### src/rtl/single_wire_sensor_frame_reader_macros.svh
// ----------------------------------------------------------------------------
// Assertion macros for the single-wire sensor frame reader
// Short forms for same-cycle and next-cycle implication checks.
// ----------------------------------------------------------------------------
`ifndef SINGLE_WIRE_SENSOR_FRAME_READER_MACROS_SVH
`define SINGLE_WIRE_SENSOR_FRAME_READER_MACROS_SVH

// antecedent implies consequent on the same clock edge
`define SWSFR_ASSERT_SAME(lbl, ante, cons, msg) \
	lbl: assert property (@(posedge clk) disable iff (!arst_n) (ante) |-> (cons)) \
		else $error(msg);

// antecedent implies consequent on the next clock edge
`define SWSFR_ASSERT_NEXT(lbl, ante, cons, msg) \
	lbl: assert property (@(posedge clk) disable iff (!arst_n) (ante) |=> (cons)) \
		else $error(msg);

`endif

### src/rtl/swsfr_pkg.sv
// ----------------------------------------------------------------------------
// swsfr_pkg
// Types and constants shared by the sensor frame reader modules.
// ----------------------------------------------------------------------------
package swsfr_pkg;

	localparam int FRAME_BITS  = 40;
	localparam int COUNT_WIDTH = 16;
	localparam int BITS_W      = $clog2(FRAME_BITS + 1);
	localparam int CMP_W       = COUNT_WIDTH + 16;
	localparam int ADDR_W      = 5;
	localparam int DATA_W      = 32;

	localparam logic [COUNT_WIDTH-1:0] CNT_MAX = {COUNT_WIDTH{1'b1}};
	localparam logic [6:0]             TEMP_MAX = 7'd99;

	localparam logic [15:0] START_LOW_RST = 16'd18000;
	localparam logic [7:0]  RELEASE_RST   = 8'd30;
	localparam logic [7:0]  TIMEOUT_RST   = 8'd120;
	localparam logic [7:0]  THRESH_RST    = 8'd50;
	localparam logic [6:0]  OFFSET_RST    = 7'd0;

	typedef enum logic [2:0] {
		REG_START_LOW = 3'd0,
		REG_RELEASE   = 3'd1,
		REG_TIMEOUT   = 3'd2,
		REG_THRESHOLD = 3'd3,
		REG_OFFSET    = 3'd4
	} reg_idx_t;

	typedef enum logic [2:0] {
		PH_IDLE      = 3'd0,
		PH_HOST_LOW  = 3'd1,
		PH_HOST_HIGH = 3'd2,
		PH_ACK_LOW   = 3'd3,
		PH_ACK_HIGH  = 3'd4,
		PH_ACK_END   = 3'd5,
		PH_BIT_HIGH  = 3'd6,
		PH_BIT_MEAS  = 3'd7
	} phase_t;

	typedef enum logic [1:0] {
		ST_OK       = 2'd0,
		ST_TIMEOUT  = 2'd1,
		ST_CHECKSUM = 2'd2
	} status_t;

	typedef struct packed {
		logic [15:0]       start_low_ticks;
		logic [7:0]        release_ticks;
		logic [7:0]        timeout_ticks;
		logic [7:0]        one_threshold_ticks;
		logic signed [6:0] temp_offset;
	} cfg_t;

	typedef struct packed {
		logic       drive_low;
		logic       drive_high;
		logic       busy_res;
		logic       done_res;
		status_t    status;
		logic [7:0] humidity_int;
		logic [7:0] humidity_frac;
		logic [7:0] temperature_int;
		logic [7:0] temperature_frac;
		logic [6:0] temperature_reported;
	} res_t;

endpackage

### src/rtl/single_wire_sensor_frame_reader.sv
// ----------------------------------------------------------------------------
// single_wire_sensor_frame_reader
// Reads one frame from a single-wire humidity/temperature sensor.
// ----------------------------------------------------------------------------
// Usage:
//   Each input transfer on in_valid/in_ready is one microsecond tick carrying
//   start_req and the sampled line_level. Every tick gives exactly one result
//   transfer on out_valid/out_ready: the line drive controls, busy, done with
//   status, the received bytes and the offset temperature clamped to 0..99.
//   A start request is honored only while no read is in progress.
//   A tick accepted into the input register is processed and written to the
//   result register once that register is free or being drained, then offered.
//   Throughput: one tick per cycle while out_ready stays high, set by the
//   single state update from the input register to the result register.
//   Settings must be written on the APB-style port only while no tick is in
//   flight; the block itself does not enforce this.
//   Reset: the settings return to their defaults, the reader goes idle with
//   an empty frame, and both registers are emptied.
//   Stall: when out_ready is low the result register holds, then the input
//   register fills and in_ready drops until the result is taken.
// ----------------------------------------------------------------------------
`include "single_wire_sensor_frame_reader_macros.svh"

module single_wire_sensor_frame_reader import swsfr_pkg::*; (
	input  logic              clk,
	input  logic              arst_n,
	input  logic              psel,
	input  logic              penable,
	input  logic              pwrite,
	input  logic [ADDR_W-1:0] paddr,
	input  logic [DATA_W-1:0] pwdata,
	output logic [DATA_W-1:0] prdata,
	output logic              pready,
	input  logic              in_valid,
	output logic              in_ready,
	input  logic              start_req,
	input  logic              line_level,
	output logic              out_valid,
	input  logic              out_ready,
	output logic              drive_low,
	output logic              drive_high,
	output logic              busy_res,
	output logic              done_res,
	output logic [1:0]        status,
	output logic [7:0]        humidity_int,
	output logic [7:0]        humidity_frac,
	output logic [7:0]        temperature_int,
	output logic [7:0]        temperature_frac,
	output logic [6:0]        temperature_reported
);

	cfg_t cfg;
	res_t res_d, res_q;
	logic valid_s1, start_s1, level_s1;
	logic out_valid_q;
	logic advance;

	swsfr_cfg u_cfg (
		.clk     (clk),
		.arst_n  (arst_n),
		.psel    (psel),
		.penable (penable),
		.pwrite  (pwrite),
		.paddr   (paddr),
		.pwdata  (pwdata),
		.prdata  (prdata),
		.pready  (pready),
		.cfg     (cfg)
	);

	swsfr_engine u_engine (
		.clk        (clk),
		.arst_n     (arst_n),
		.advance    (advance),
		.start_req  (start_s1),
		.line_level (level_s1),
		.cfg        (cfg),
		.res        (res_d)
	);

	// process the held tick when the result register is free or being drained
	assign advance  = valid_s1 && (!out_valid_q || out_ready);
	assign in_ready = !valid_s1 || advance;

	always_ff @(posedge clk or negedge arst_n) begin
		if (!arst_n) begin
			valid_s1 <= 1'b0;
		end else if (in_ready) begin
			valid_s1 <= in_valid;
		end
	end

	always_ff @(posedge clk) begin
		if (in_valid && in_ready) begin
			start_s1 <= start_req;
			level_s1 <= line_level;
		end
	end

	always_ff @(posedge clk or negedge arst_n) begin
		if (!arst_n) begin
			out_valid_q <= 1'b0;
		end else if (advance) begin
			out_valid_q <= 1'b1;
		end else if (out_ready) begin
			out_valid_q <= 1'b0;
		end
	end

	always_ff @(posedge clk) begin
		if (advance) begin
			res_q <= res_d;
		end
	end

	assign out_valid            = out_valid_q;
	assign drive_low            = res_q.drive_low;
	assign drive_high           = res_q.drive_high;
	assign busy_res             = res_q.busy_res;
	assign done_res             = res_q.done_res;
	assign status               = res_q.status;
	assign humidity_int         = res_q.humidity_int;
	assign humidity_frac        = res_q.humidity_frac;
	assign temperature_int      = res_q.temperature_int;
	assign temperature_frac     = res_q.temperature_frac;
	assign temperature_reported = res_q.temperature_reported;

	`SWSFR_ASSERT_SAME(a_done_in_txn, out_valid && done_res, busy_res, "done outside a read")
	`SWSFR_ASSERT_SAME(a_drive_excl, out_valid, !(drive_low && drive_high), "line driven both ways")
	`SWSFR_ASSERT_SAME(a_status_done, out_valid && (status != ST_OK), done_res, "status without done")
	`SWSFR_ASSERT_SAME(a_temp_range, out_valid, temperature_reported <= TEMP_MAX, "temperature out of range")
	`SWSFR_ASSERT_NEXT(a_s1_hold, valid_s1 && !advance, valid_s1, "held tick lost")

endmodule

### src/rtl/swsfr_cfg.sv
// ----------------------------------------------------------------------------
// swsfr_cfg
// APB-style register file holding the timing and offset settings.
// ----------------------------------------------------------------------------
module swsfr_cfg import swsfr_pkg::*; (
	input  logic              clk,
	input  logic              arst_n,
	input  logic              psel,
	input  logic              penable,
	input  logic              pwrite,
	input  logic [ADDR_W-1:0] paddr,
	input  logic [DATA_W-1:0] pwdata,
	output logic [DATA_W-1:0] prdata,
	output logic              pready,
	output cfg_t              cfg
);

	cfg_t     cfg_q;
	logic     wr_en;
	reg_idx_t idx;

	assign pready = 1'b1;
	assign wr_en  = psel && penable && pwrite;
	assign idx    = reg_idx_t'(paddr[ADDR_W-1:2]);
	assign cfg    = cfg_q;

	always_ff @(posedge clk or negedge arst_n) begin
		if (!arst_n) begin
			cfg_q.start_low_ticks     <= START_LOW_RST;
			cfg_q.release_ticks       <= RELEASE_RST;
			cfg_q.timeout_ticks       <= TIMEOUT_RST;
			cfg_q.one_threshold_ticks <= THRESH_RST;
			cfg_q.temp_offset         <= OFFSET_RST;
		end else if (wr_en) begin
			case (idx)
				REG_START_LOW: cfg_q.start_low_ticks     <= pwdata[15:0];
				REG_RELEASE:   cfg_q.release_ticks       <= pwdata[7:0];
				REG_TIMEOUT:   cfg_q.timeout_ticks       <= pwdata[7:0];
				REG_THRESHOLD: cfg_q.one_threshold_ticks <= pwdata[7:0];
				REG_OFFSET:    cfg_q.temp_offset         <= pwdata[6:0];
				default: ;
			endcase
		end
	end

	always_comb begin
		case (idx)
			REG_START_LOW: prdata = {16'd0, cfg_q.start_low_ticks};
			REG_RELEASE:   prdata = {24'd0, cfg_q.release_ticks};
			REG_TIMEOUT:   prdata = {24'd0, cfg_q.timeout_ticks};
			REG_THRESHOLD: prdata = {24'd0, cfg_q.one_threshold_ticks};
			REG_OFFSET:    prdata = {25'd0, cfg_q.temp_offset};
			default:       prdata = '0;
		endcase
	end

endmodule

### src/rtl/swsfr_engine.sv
// ----------------------------------------------------------------------------
// swsfr_engine
// Transaction state machine, bit timer, frame shifter and result forming.
// ----------------------------------------------------------------------------
module swsfr_engine import swsfr_pkg::*; (
	input  logic clk,
	input  logic arst_n,
	input  logic advance,
	input  logic start_req,
	input  logic line_level,
	input  cfg_t cfg,
	output res_t res
);

	phase_t                 phase_q, phase_d;
	logic [COUNT_WIDTH-1:0] cnt_q, cnt_d, cnt_inc;
	logic [BITS_W-1:0]      bits_q, bits_d, bits_inc;
	logic [FRAME_BITS-1:0]  frame_q, frame_d;
	logic                   done;
	status_t                status;
	logic                   want;
	logic                   bit_val;
	logic [7:0]             sum;
	logic signed [9:0]      temp_sum;
	logic [6:0]             temp_clamped;

	assign cnt_inc  = (cnt_q == CNT_MAX) ? cnt_q : cnt_q + 1'b1;
	assign bits_inc = bits_q + 1'b1;
	assign want     = (phase_q == PH_ACK_HIGH) || (phase_q == PH_BIT_HIGH);
	assign bit_val  = CMP_W'(cnt_inc) > CMP_W'(cfg.one_threshold_ticks);
	assign sum      = frame_d[39:32] + frame_d[31:24] + frame_d[23:16] + frame_d[15:8];

	// next state
	always_comb begin
		phase_d = phase_q;
		cnt_d   = cnt_q;
		bits_d  = bits_q;
		frame_d = frame_q;
		done    = 1'b0;
		status  = ST_OK;
		case (phase_q)
			PH_IDLE: begin
				if (start_req) begin
					phase_d = PH_HOST_LOW;
					cnt_d   = '0;
					bits_d  = '0;
					frame_d = '0;
				end
			end
			PH_HOST_LOW: begin
				cnt_d = cnt_inc;
				if (CMP_W'(cnt_inc) >= CMP_W'(cfg.start_low_ticks) || cnt_inc == CNT_MAX) begin
					cnt_d   = '0;
					phase_d = (cfg.release_ticks == 8'd0) ? PH_ACK_LOW : PH_HOST_HIGH;
				end
			end
			PH_HOST_HIGH: begin
				cnt_d = cnt_inc;
				if (CMP_W'(cnt_inc) >= CMP_W'(cfg.release_ticks)) begin
					cnt_d   = '0;
					phase_d = PH_ACK_LOW;
				end
			end
			default: begin
				cnt_d = cnt_inc;
				if (line_level == want) begin
					cnt_d = '0;
					case (phase_q)
						PH_ACK_LOW:  phase_d = PH_ACK_HIGH;
						PH_ACK_HIGH: phase_d = PH_ACK_END;
						PH_ACK_END:  phase_d = PH_BIT_HIGH;
						PH_BIT_HIGH: phase_d = PH_BIT_MEAS;
						default: begin
							frame_d = {frame_q[FRAME_BITS-2:0], bit_val};
							bits_d  = bits_inc;
							if (bits_inc >= BITS_W'(FRAME_BITS)) begin
								done    = 1'b1;
								status  = (sum == frame_d[7:0]) ? ST_OK : ST_CHECKSUM;
								phase_d = PH_IDLE;
							end else begin
								phase_d = PH_BIT_HIGH;
							end
						end
					endcase
				end else if (CMP_W'(cnt_inc) > CMP_W'(cfg.timeout_ticks)) begin
					done    = 1'b1;
					status  = ST_TIMEOUT;
					cnt_d   = '0;
					phase_d = PH_IDLE;
				end
			end
		endcase
	end

	// temperature with offset, saturated to the reporting range
	always_comb begin
		temp_sum = $signed({2'b00, frame_d[23:16]}) + 10'(cfg.temp_offset);
		if (temp_sum < 10'sd0) begin
			temp_clamped = 7'd0;
		end else if (temp_sum > $signed({3'b000, TEMP_MAX})) begin
			temp_clamped = TEMP_MAX;
		end else begin
			temp_clamped = temp_sum[6:0];
		end
	end

	// outputs
	always_comb begin
		res.drive_low            = (phase_q == PH_HOST_LOW);
		res.drive_high           = (phase_q == PH_HOST_HIGH);
		res.busy_res             = (phase_q != PH_IDLE);
		res.done_res             = done;
		res.status               = status;
		res.humidity_int         = frame_d[39:32];
		res.humidity_frac        = frame_d[31:24];
		res.temperature_int      = frame_d[23:16];
		res.temperature_frac     = frame_d[15:8];
		res.temperature_reported = temp_clamped;
	end

	always_ff @(posedge clk or negedge arst_n) begin
		if (!arst_n) begin
			phase_q <= PH_IDLE;
			cnt_q   <= '0;
			bits_q  <= '0;
			frame_q <= '0;
		end else if (advance) begin
			phase_q <= phase_d;
			cnt_q   <= cnt_d;
			bits_q  <= bits_d;
			frame_q <= frame_d;
		end
	end

endmodule

### config.mk
export PLATFORM = sky130hd
export DESIGN_NAME = single_wire_sensor_frame_reader
export DESIGN_NICKNAME = d
export VERILOG_FILES = /design/src/rtl/swsfr_pkg.sv /design/src/rtl/single_wire_sensor_frame_reader.sv /design/src/rtl/swsfr_cfg.sv /design/src/rtl/swsfr_engine.sv
export VERILOG_INCLUDE_DIRS = /design/src /design/src/rtl
export SDC_FILE = /design/constraint.sdc
export NUM_CORES = 1
export LEC_CHECK = 0
export BUFFER_PORTS_ARGS = -buffer_cell sky130_fd_sc_hd__buf_2
export CAP_MARGIN = 20
export CORE_AREA = 5 5 176 178
export DETAILED_ROUTE_END_ITERATION = 16
export DIE_AREA = 0 0 181 183
export PLACE_DENSITY_LB_ADDON = 0.1
export SYNTH_ARGS = -nofsm -noshare
export SYNTH_HDL_FRONTEND = slang
export SYNTH_HIERARCHICAL = 1
export SYNTH_SLANG_ARGS = --single-unit
export TNS_END_PERCENT = 1
### constraint.sdc
create_clock -name clk -period 5.2 [get_ports clk]
set_input_delay 0.78 -clock clk [delete_from_list [all_inputs] [get_ports clk]]
set_output_delay 0.78 -clock clk [all_outputs]
set_load 0.005 [all_outputs]
==> key figures, run 1 <==
Outcome
  • Status: finished clean

Synthesis
  • Yosys reg bits: 161
  • Top post-synthesis cells by count: dfrtp_1, inv_1, mux2_2
  • Count leader, synth: dfrtp_1
  • Mux contribution to synthesized area: 9.278%
  • Post-synth cell types: 77
  • Synth Area in XOR/XNOR: 3.234%
  • Synth top area share: 24.48%
  • Syn. warnings: 6
  • Post-Synthesis Cells: 947
  • Largest family of logic cells by synthesized area: compound AO/OA/AOI/OAI gates
  • Post-synth EDFFs: 47
  • Synth Area in Adders: 10.36%
  • Compound-Gate Fraction of Synth Area: 13.76%
  • Post-synthesis sequential area ratio: 42.76%
  • Synth Flop Type: dfrtp_1
  • Synth area leader: dfrtp_1
  • Synth Area in Simple Gates: 11.71%
  • Ys async rst share: 70.81%
  • Mapped Area: 10,020 µm²
  • Synthesized area per cell: 10.58 µm²
  • Synth area leaders: dfrtp_1, edfxtp_1, ha_1

Placed design
  • Dpl cell area: 10,600 µm²
  • Gpl congestion: 0.8148
  • Placed cells: 1,373
  • Port-buffer cells: 90
  • Pre-CTS setup slack: 0.4372 ns
  • Placed wire-length estimate: 18.74 mm

Floorplan
  • Core ar.: 29,240 µm²
  • DIE AREA: 33,120 µm²
  • Chip width: 181 µm
  • Row count: 63
  • Chip height: 183 µm
  • Starting density of the core: 34.26%
  • I/O pins: 126

STA
  • Min Tclk post-route: 4.789 ns
  • Fin Setup TNS: 0 ns
  • RSZ-0062 raised after global routing: false
  • Relative slew margins: 34.68%
  • Fin Clk Skew: 0.02165 ns
  • Setup violators final: 0
  • Final slew viol count: 0
  • Final hold violation count: 0
  • Worst-margin pin slew: 0.9799 ns
  • Period Utilization, post-route: 92.10%
  • Peak Freq: 208.8 MHz
  • WHS: 0.2694 ns
  • Final WS setup: 0.4106 ns

Detailed routing
  • DRC Markers: 0
  • DR pass1 iterations: 5
  • DR vias/cell: 4.981
  • Highest metal used: met4
  • Post-Route WL: 25.01 mm
  • Detailed-route wire length per cell: 17.80 µm
  • DR WL met3: 931 µm
  • WL met1: 13.02 mm
  • Via Count: 6,998
  • WL met2: 10.89 mm
  • Initial DRC Count: 442
  • Final ANT Viol Nets: 0

Cells and area
  • P&R area growth vs syn: 11.66%
  • Antenna Cells: 0
  • Final Non-Filler Cells: 1,405
  • # fillers: 2,933
  • Share of cells above drive strength 1: 25.12%
  • Post-layout util: 38.26%
  • Nets: 1,122
  • Post-route cell area: 11,190 µm²

Clock tree
  • Postcts setup bufs: 0
  • Hold Buf Count CTS: 0
  • CTS tree: done
  • Post-cts repair resize count: 0
  • CTS Root Cell: clkbuf_16
  • CTS H-tree depth: 4
  • Total CTS buffers: 17
  • Total clock sinks: 161
  • Worst skew pair latency: 0.44 ns
  • CTS clk-pin slew, worst paths: 0.08 ns
  • CTS max path bufs: 2

Critical path
  • Critical Path AT: 4.96 ns
  • Critical Path Fanout Max: 18
  • CP Capture Type: flip-flop
  • Cells along the critical path: nand2_1 > nor2_2 > a21oi_2 > buf_4 > a22oi_1 > fa_1 > inv_1 > fa_1 > inv_1 > fa_1 > inv_1 > a21oi_1 > o21bai_1 > a21o_1 > a21oi_1 > xnor2_1 > xnor2_1 > a31oi_1
  • Req. time, crit path: 5.37 ns
  • Critical path class: reg -> reg
  • Crit-path slowest cell: a21oi_2
  • Cell depth of the worst flop-to-flop path: 18
  • CP peak stage delay: 0.67 ns
  • Critical path launch point type: flip-flop

Global routing
  • Largest net degree at the start of global routing: 81
  • Initial antenna violation count: 0
  • GR Util All Layers: 15.23%
  • Global-route wire length before repair: 40.11 mm
  • Total congestion overflow: 0
  • Vias in the first global route: 7,014

Power and ir drop
  • Lkg Pwr: 5.098 nW
  • Pwr dens: 560.2 nW/µm²
  • Peak supply drop: 377.2 µV
  • Total Power: 6.268 mW

Run
  • Max-cap violations: 0

Min path
  • Worst Hold Class: in -> async
-- cells in the final DEF, fill, tap and decap left out, types with 10 or more instances in the layout --
cell / synthesis / routed
a22oi_1: 17 / 17
inv_1: 84 / 84
ha_1: 59 / 59
mux2_4: 10 / 10
buf_4: 50 / 20
edfxtp_1: 47 / 47
fa_1: 15 / 15
mux2_2: 61 / 61
a21oi_1: 49 / 48
nand4_1: 13 / 13
dfrtp_1: 98 / 98
nand2_1: 49 / 49
clkbuf_16: 0 / 17
and2_1: 11 / 10
xor2_1: 14 / 14
nor3_1: 15 / 15
a21o_1: 10 / 10
buf_2: 7 / 89
conb_1: 2 / 17
nand3_1: 17 / 17
nor2_1: 58 / 57
dfstp_2: 16 / 16
xnor2_1: 23 / 23
a22o_1: 25 / 25
o21ai_0: 41 / 41
-- where the power goes --
part           total, mW  leakage (nW)  internal [mW]  switching, mW
clock               1.27         0.282          0.643          0.624
combinational       3.02          2.93           1.39           1.63
sequential          1.98          1.89           1.69          0.291
-- logic make-up (layout without fill, tap and decap cells) --
group,count (synthesis),count (layout)
AND/OR/NAND/NOR,221,221
AO/OA/AOI/OAI,201,201
buffers and inverters,172,225
flip-flops,161,161
multiplexers,79,79
adder cells (fa/ha/maj),74,74
XOR/XNOR,37,37
other,2,17
-- state kept, by name (all words and copies together) (netlist names), 6 cells and up --
name / count
humidity_frac: 8
temperature_reported: 7
u_engine/frame_q: 40
u_engine/cnt_q: 16
u_engine/bits_q: 6
humidity_int: 8
u_cfg/cfg: 47
temperature_frac: 8
temperature_int: 8
-- worst max-delay path: cells and delay by family, from the launching register on --
family | cells | cell delay, ns
AO/OA/AOI/OAI | 7 | 1.39
flip-flops | 1 | 0.47
AND/OR/NAND/NOR | 2 | 0.25
XOR/XNOR | 2 | 0.36
adder cells (fa/ha/maj) | 3 | 1.51
buffers and inverters | 4 | 0.55
-- routing by layer --
layer	global-route usage (%)	vias to the layer above
met2	22.95	153
met3	2.816	10
met1	23.19	3424
met5	0	-
met4	2.702	0
li1	-	3411
-- final cells by class --
| type | instances | area, µm² | area share, % |
|---|---|---|---|
| clock buffers | 17 | 425.4 | 3.802 |
| clock inverters | 15 | 162.7 | 1.454 |
| inverters | 84 | 315.3 | 2.818 |
| multi-input cells | 629 | 4917 | 43.95 |
| flip-flops and latches | 161 | 4284 | 38.29 |
| well taps | 390 | 488.0 | 4.361 |
| repair buffers | 109 | 595.6 | 5.323 |
-- path summary, 6_finish.rpt --
| path | slack [ns] | endpoint | start |
|---|---|---|---|
| min in group clk | 0.52 | u_engine/bits_q[5] | u_engine/bits_q[5] |
| max in group asynchronous | 3.94 | u_engine/frame_q[25] | arst_n |
| min | 0.27 | u_cfg/cfg[17] | arst_n |
| max | 0.41 | status[1] | u_engine/phase_q[1] |
| max reg2reg | 0.41 | status[1] | u_engine/phase_q[1] |
| min reg2reg | 0.52 | u_engine/bits_q[5] | u_engine/bits_q[5] |
(Power assumes the default switching activity.)
==> inputs of run 2 (changes only) <==
--- a/config.mk
+++ b/config.mk
@@ -12,6 +12,7 @@
 export DETAILED_ROUTE_END_ITERATION = 16
 export DIE_AREA = 0 0 181 183
 export PLACE_DENSITY_LB_ADDON = 0.1
+export RECOVER_POWER = 50
 export SYNTH_ARGS = -nofsm -noshare
 export SYNTH_HDL_FRONTEND = slang
 export SYNTH_HIERARCHICAL = 1
==> run 2 against run 1 <==
  * The run now ends with capacitance limit, slew limit left
  * Count of clock-buffer cells in the layout is the same
  * Worst hold slack gained 0.22 ns
  * Sequential cell count is the same
  * Sequential power is essentially flat
  * Largest power group unchanged
  * Routed wire length is essentially flat
  * Highest routed layer unchanged
  * Sequential share of layout area grew 0.28 points
  * Global-route usage is the same
  * Worst setup slack lost 0.026 ns
==> key figures, run 2 (synthesis gave the netlist of run 1 again) <==
Outcome
  • Status: complete, but fails checks
  • Violated checks: capacitance limit, slew limit

Critical path
  • Worst r2r src: u_engine/phase_q[1]
  • CP Capture Type: flip-flop
  • Critical Path AT: 4.99 ns
  • Cell depth of the worst flop-to-flop path: 18
  • Crit path from: u_engine/phase_q[1]
  • Critical Path Fanout Max: 18
  • Flop2flop setup slack: 0.38 ns
  • Crit Reg-Reg Endpoint: status[1]
  • Req. time, crit path: 5.37 ns
  • Critical path launch point type: flip-flop
  • Critical path class: reg -> reg
  • Setup crit end: status[1]

Power and ir drop
  • Lkg Pwr: 4.980 nW
  • Pwr dens: 562.3 nW/µm²
  • Sw frac: 40.72%
  • P_int: 3.702 mW
  • Gate power share: 48.0%
  • Peak supply drop: 377.7 µV
  • Sequential power share: 31.7%
  • Clock Power Share: 20.3%
  • Sw Pwr: 2.543 mW

Floorplan
  • Starting density of the core: 34.26%
  • DIE AREA: 33,120 µm²
  • I/O pins: 126
  • Chip height: 183 µm
  • Chip width: 181 µm
  • Row count: 63
  • Core ar.: 29,240 µm²

Placed design
  • Placed cells: 1,373
  • Placed wire-length estimate: 18.74 mm
  • Gpl congestion: 0.8148
  • Port-buffer cells: 90

Cells and area
  • P&R area growth vs syn: 10.85%
  • Antenna Cells: 0
  • Most frequent cells in the layout: dfrtp_1, inv_1, mux2_2, nor2_1, ha_1
  • Share of cells above drive strength 1: 21.08%
  • Area of the multi-input gates: 4890 µm²
  • # fillers: 2,947
  • Nets: 1,122
  • Commonest non-fill, non-tap cell in the layout: dfrtp_1
  • Register area: 4284 µm²
  • Final Non-Filler Cells: 1,405
  • Max FFs per register: 47

Clock tree
  • CTS clk-pin slew, worst paths: 0.08 ns
  • Postcts setup bufs: 0
  • Worst skew pair latency: 0.44 ns
  • CTS tree: done
  • Total clock sinks: 161
  • CTS max path bufs: 2
  • CTS H-tree depth: 4
  • Hold Buf Count CTS: 0
  • Post-cts repair resize count: 0
  • CTS Root Cell: clkbuf_16
  • Total CTS buffers: 17

Global routing
  • Met3 Track Usage GR: 2.816%
  • Met1 usage: 23.19%
  • Vias in the first global route: 7,014
  • Most used routing layer: met1
  • Total congestion overflow: 0
  • Initial antenna violation count: 0
  • Met2 Use GR: 22.95%
  • GR Util All Layers: 15.23%
  • Largest net degree at the start of global routing: 81
  • Global-route wire length before repair: 40.11 mm

STA
  • WHS: 0.4887 ns
  • Period Utilization, post-route: 92.61%
  • Min Tclk post-route: 4.816 ns
  • Setup violators final: 0
  • Worst-margin pin slew: 2.467 ns
  • Fin Clk Skew: 0.02193 ns
  • Final hold violation count: 0
  • RSZ-0062 raised after global routing: false
  • Peak Freq: 207.7 MHz
  • Relative slew margins: -64.47%
  • Fin Setup TNS: 0 ns
  • Final slew viol count: 119

Detailed routing
  • DR vias/cell: 4.967
  • Detailed-route wire length per cell: 17.81 µm
  • Initial DRC Count: 442
  • Post-Route WL: 25.03 mm
  • Final ANT Viol Nets: 0
  • Via Count: 6,979
  • DRC Markers: 0
  • DR pass1 iterations: 5

Min path
  • Worst Hold Class: reg -> reg

Run
  • Max-cap violations: 3
[run 2: how the worst min path moves through the flow]
stage                    startpoint                    to  slack (ns)  cells past startpoint
5_1_grt                    valid_s1             out_valid        0.54                      1
6_report                   valid_s1             out_valid        0.49                      1
3_5_place_dp   u_engine/frame_q[39]  u_engine/frame_q[39]        0.50                      1
2_1_floorplan   u_engine/frame_q[7]   u_engine/frame_q[7]        0.45                      2
4_1_cts                      arst_n         u_cfg/cfg[17]        0.28                      1
3_3_place_gp     u_engine/bits_q[5]    u_engine/bits_q[5]        0.50                      1
[run 2: through the flow]
step / worst slack [ns] / instance area (µm²) / utilization, % / power (mW)
after detailed placement: 0.4372 / 10600 / 36.25 / 5.044
after CTS: 0.4246 / 11190 / 38.26 / 6.354
after floorplan: 0.5893 / 10080 / - / 4.389
after global placement: 0.4668 / 10600 / 36.25 / 5.056
final: 0.3844 / 11110 / 37.98 / 6.245
after global routing: 0.1067 / 11110 / 37.98 / 6.835
[run 2: routing by layer]
layer	wire length (µm)	vias up
met1	13000	3410
met2	10900	149
met3	949	10
met5	0	-
met4	172	0
li1	-	3410
[run 2: power by group through the flow]
stage	clock, mW	combinational (mW)	sequential (mW)
6_report	1.27	3.00	1.98
5_1_grt	1.36	3.44	2.03
3_3_place_gp	0	3.05	2.00
2_1_floorplan	0	2.50	1.89
4_1_cts	1.31	3.06	1.98
3_5_place_dp	0	3.04	2.00
[run 2: layout make-up]
class                      count  share of cell area (%)
multi-input combinational    629                   44.02
sequential                   161                   38.57
timing repair buffer         109                   4.878
tap                          390                   4.393
clock buffer                  17                   3.830
inverter                      84                   2.839
clock inverter                15                   1.464
[run 2: worst max-delay path, stage by stage, from the launching register on]
cell and delay [ns]:
dfrtp_1 0.47, nand2_1 0.15, nor2_1 0.11, a21oi_2 0.68, buf_4 0.35, a22oi_1 0.15
fa_1 0.53, inv_1 0.06, fa_1 0.53, inv_1 0.07, fa_1 0.45, inv_1 0.07
a21oi_1 0.06, o21bai_1 0.20, a21o_1 0.15, a21oi_1 0.07, xnor2_1 0.22, xnor2_1 0.14
a31oi_1 0.09
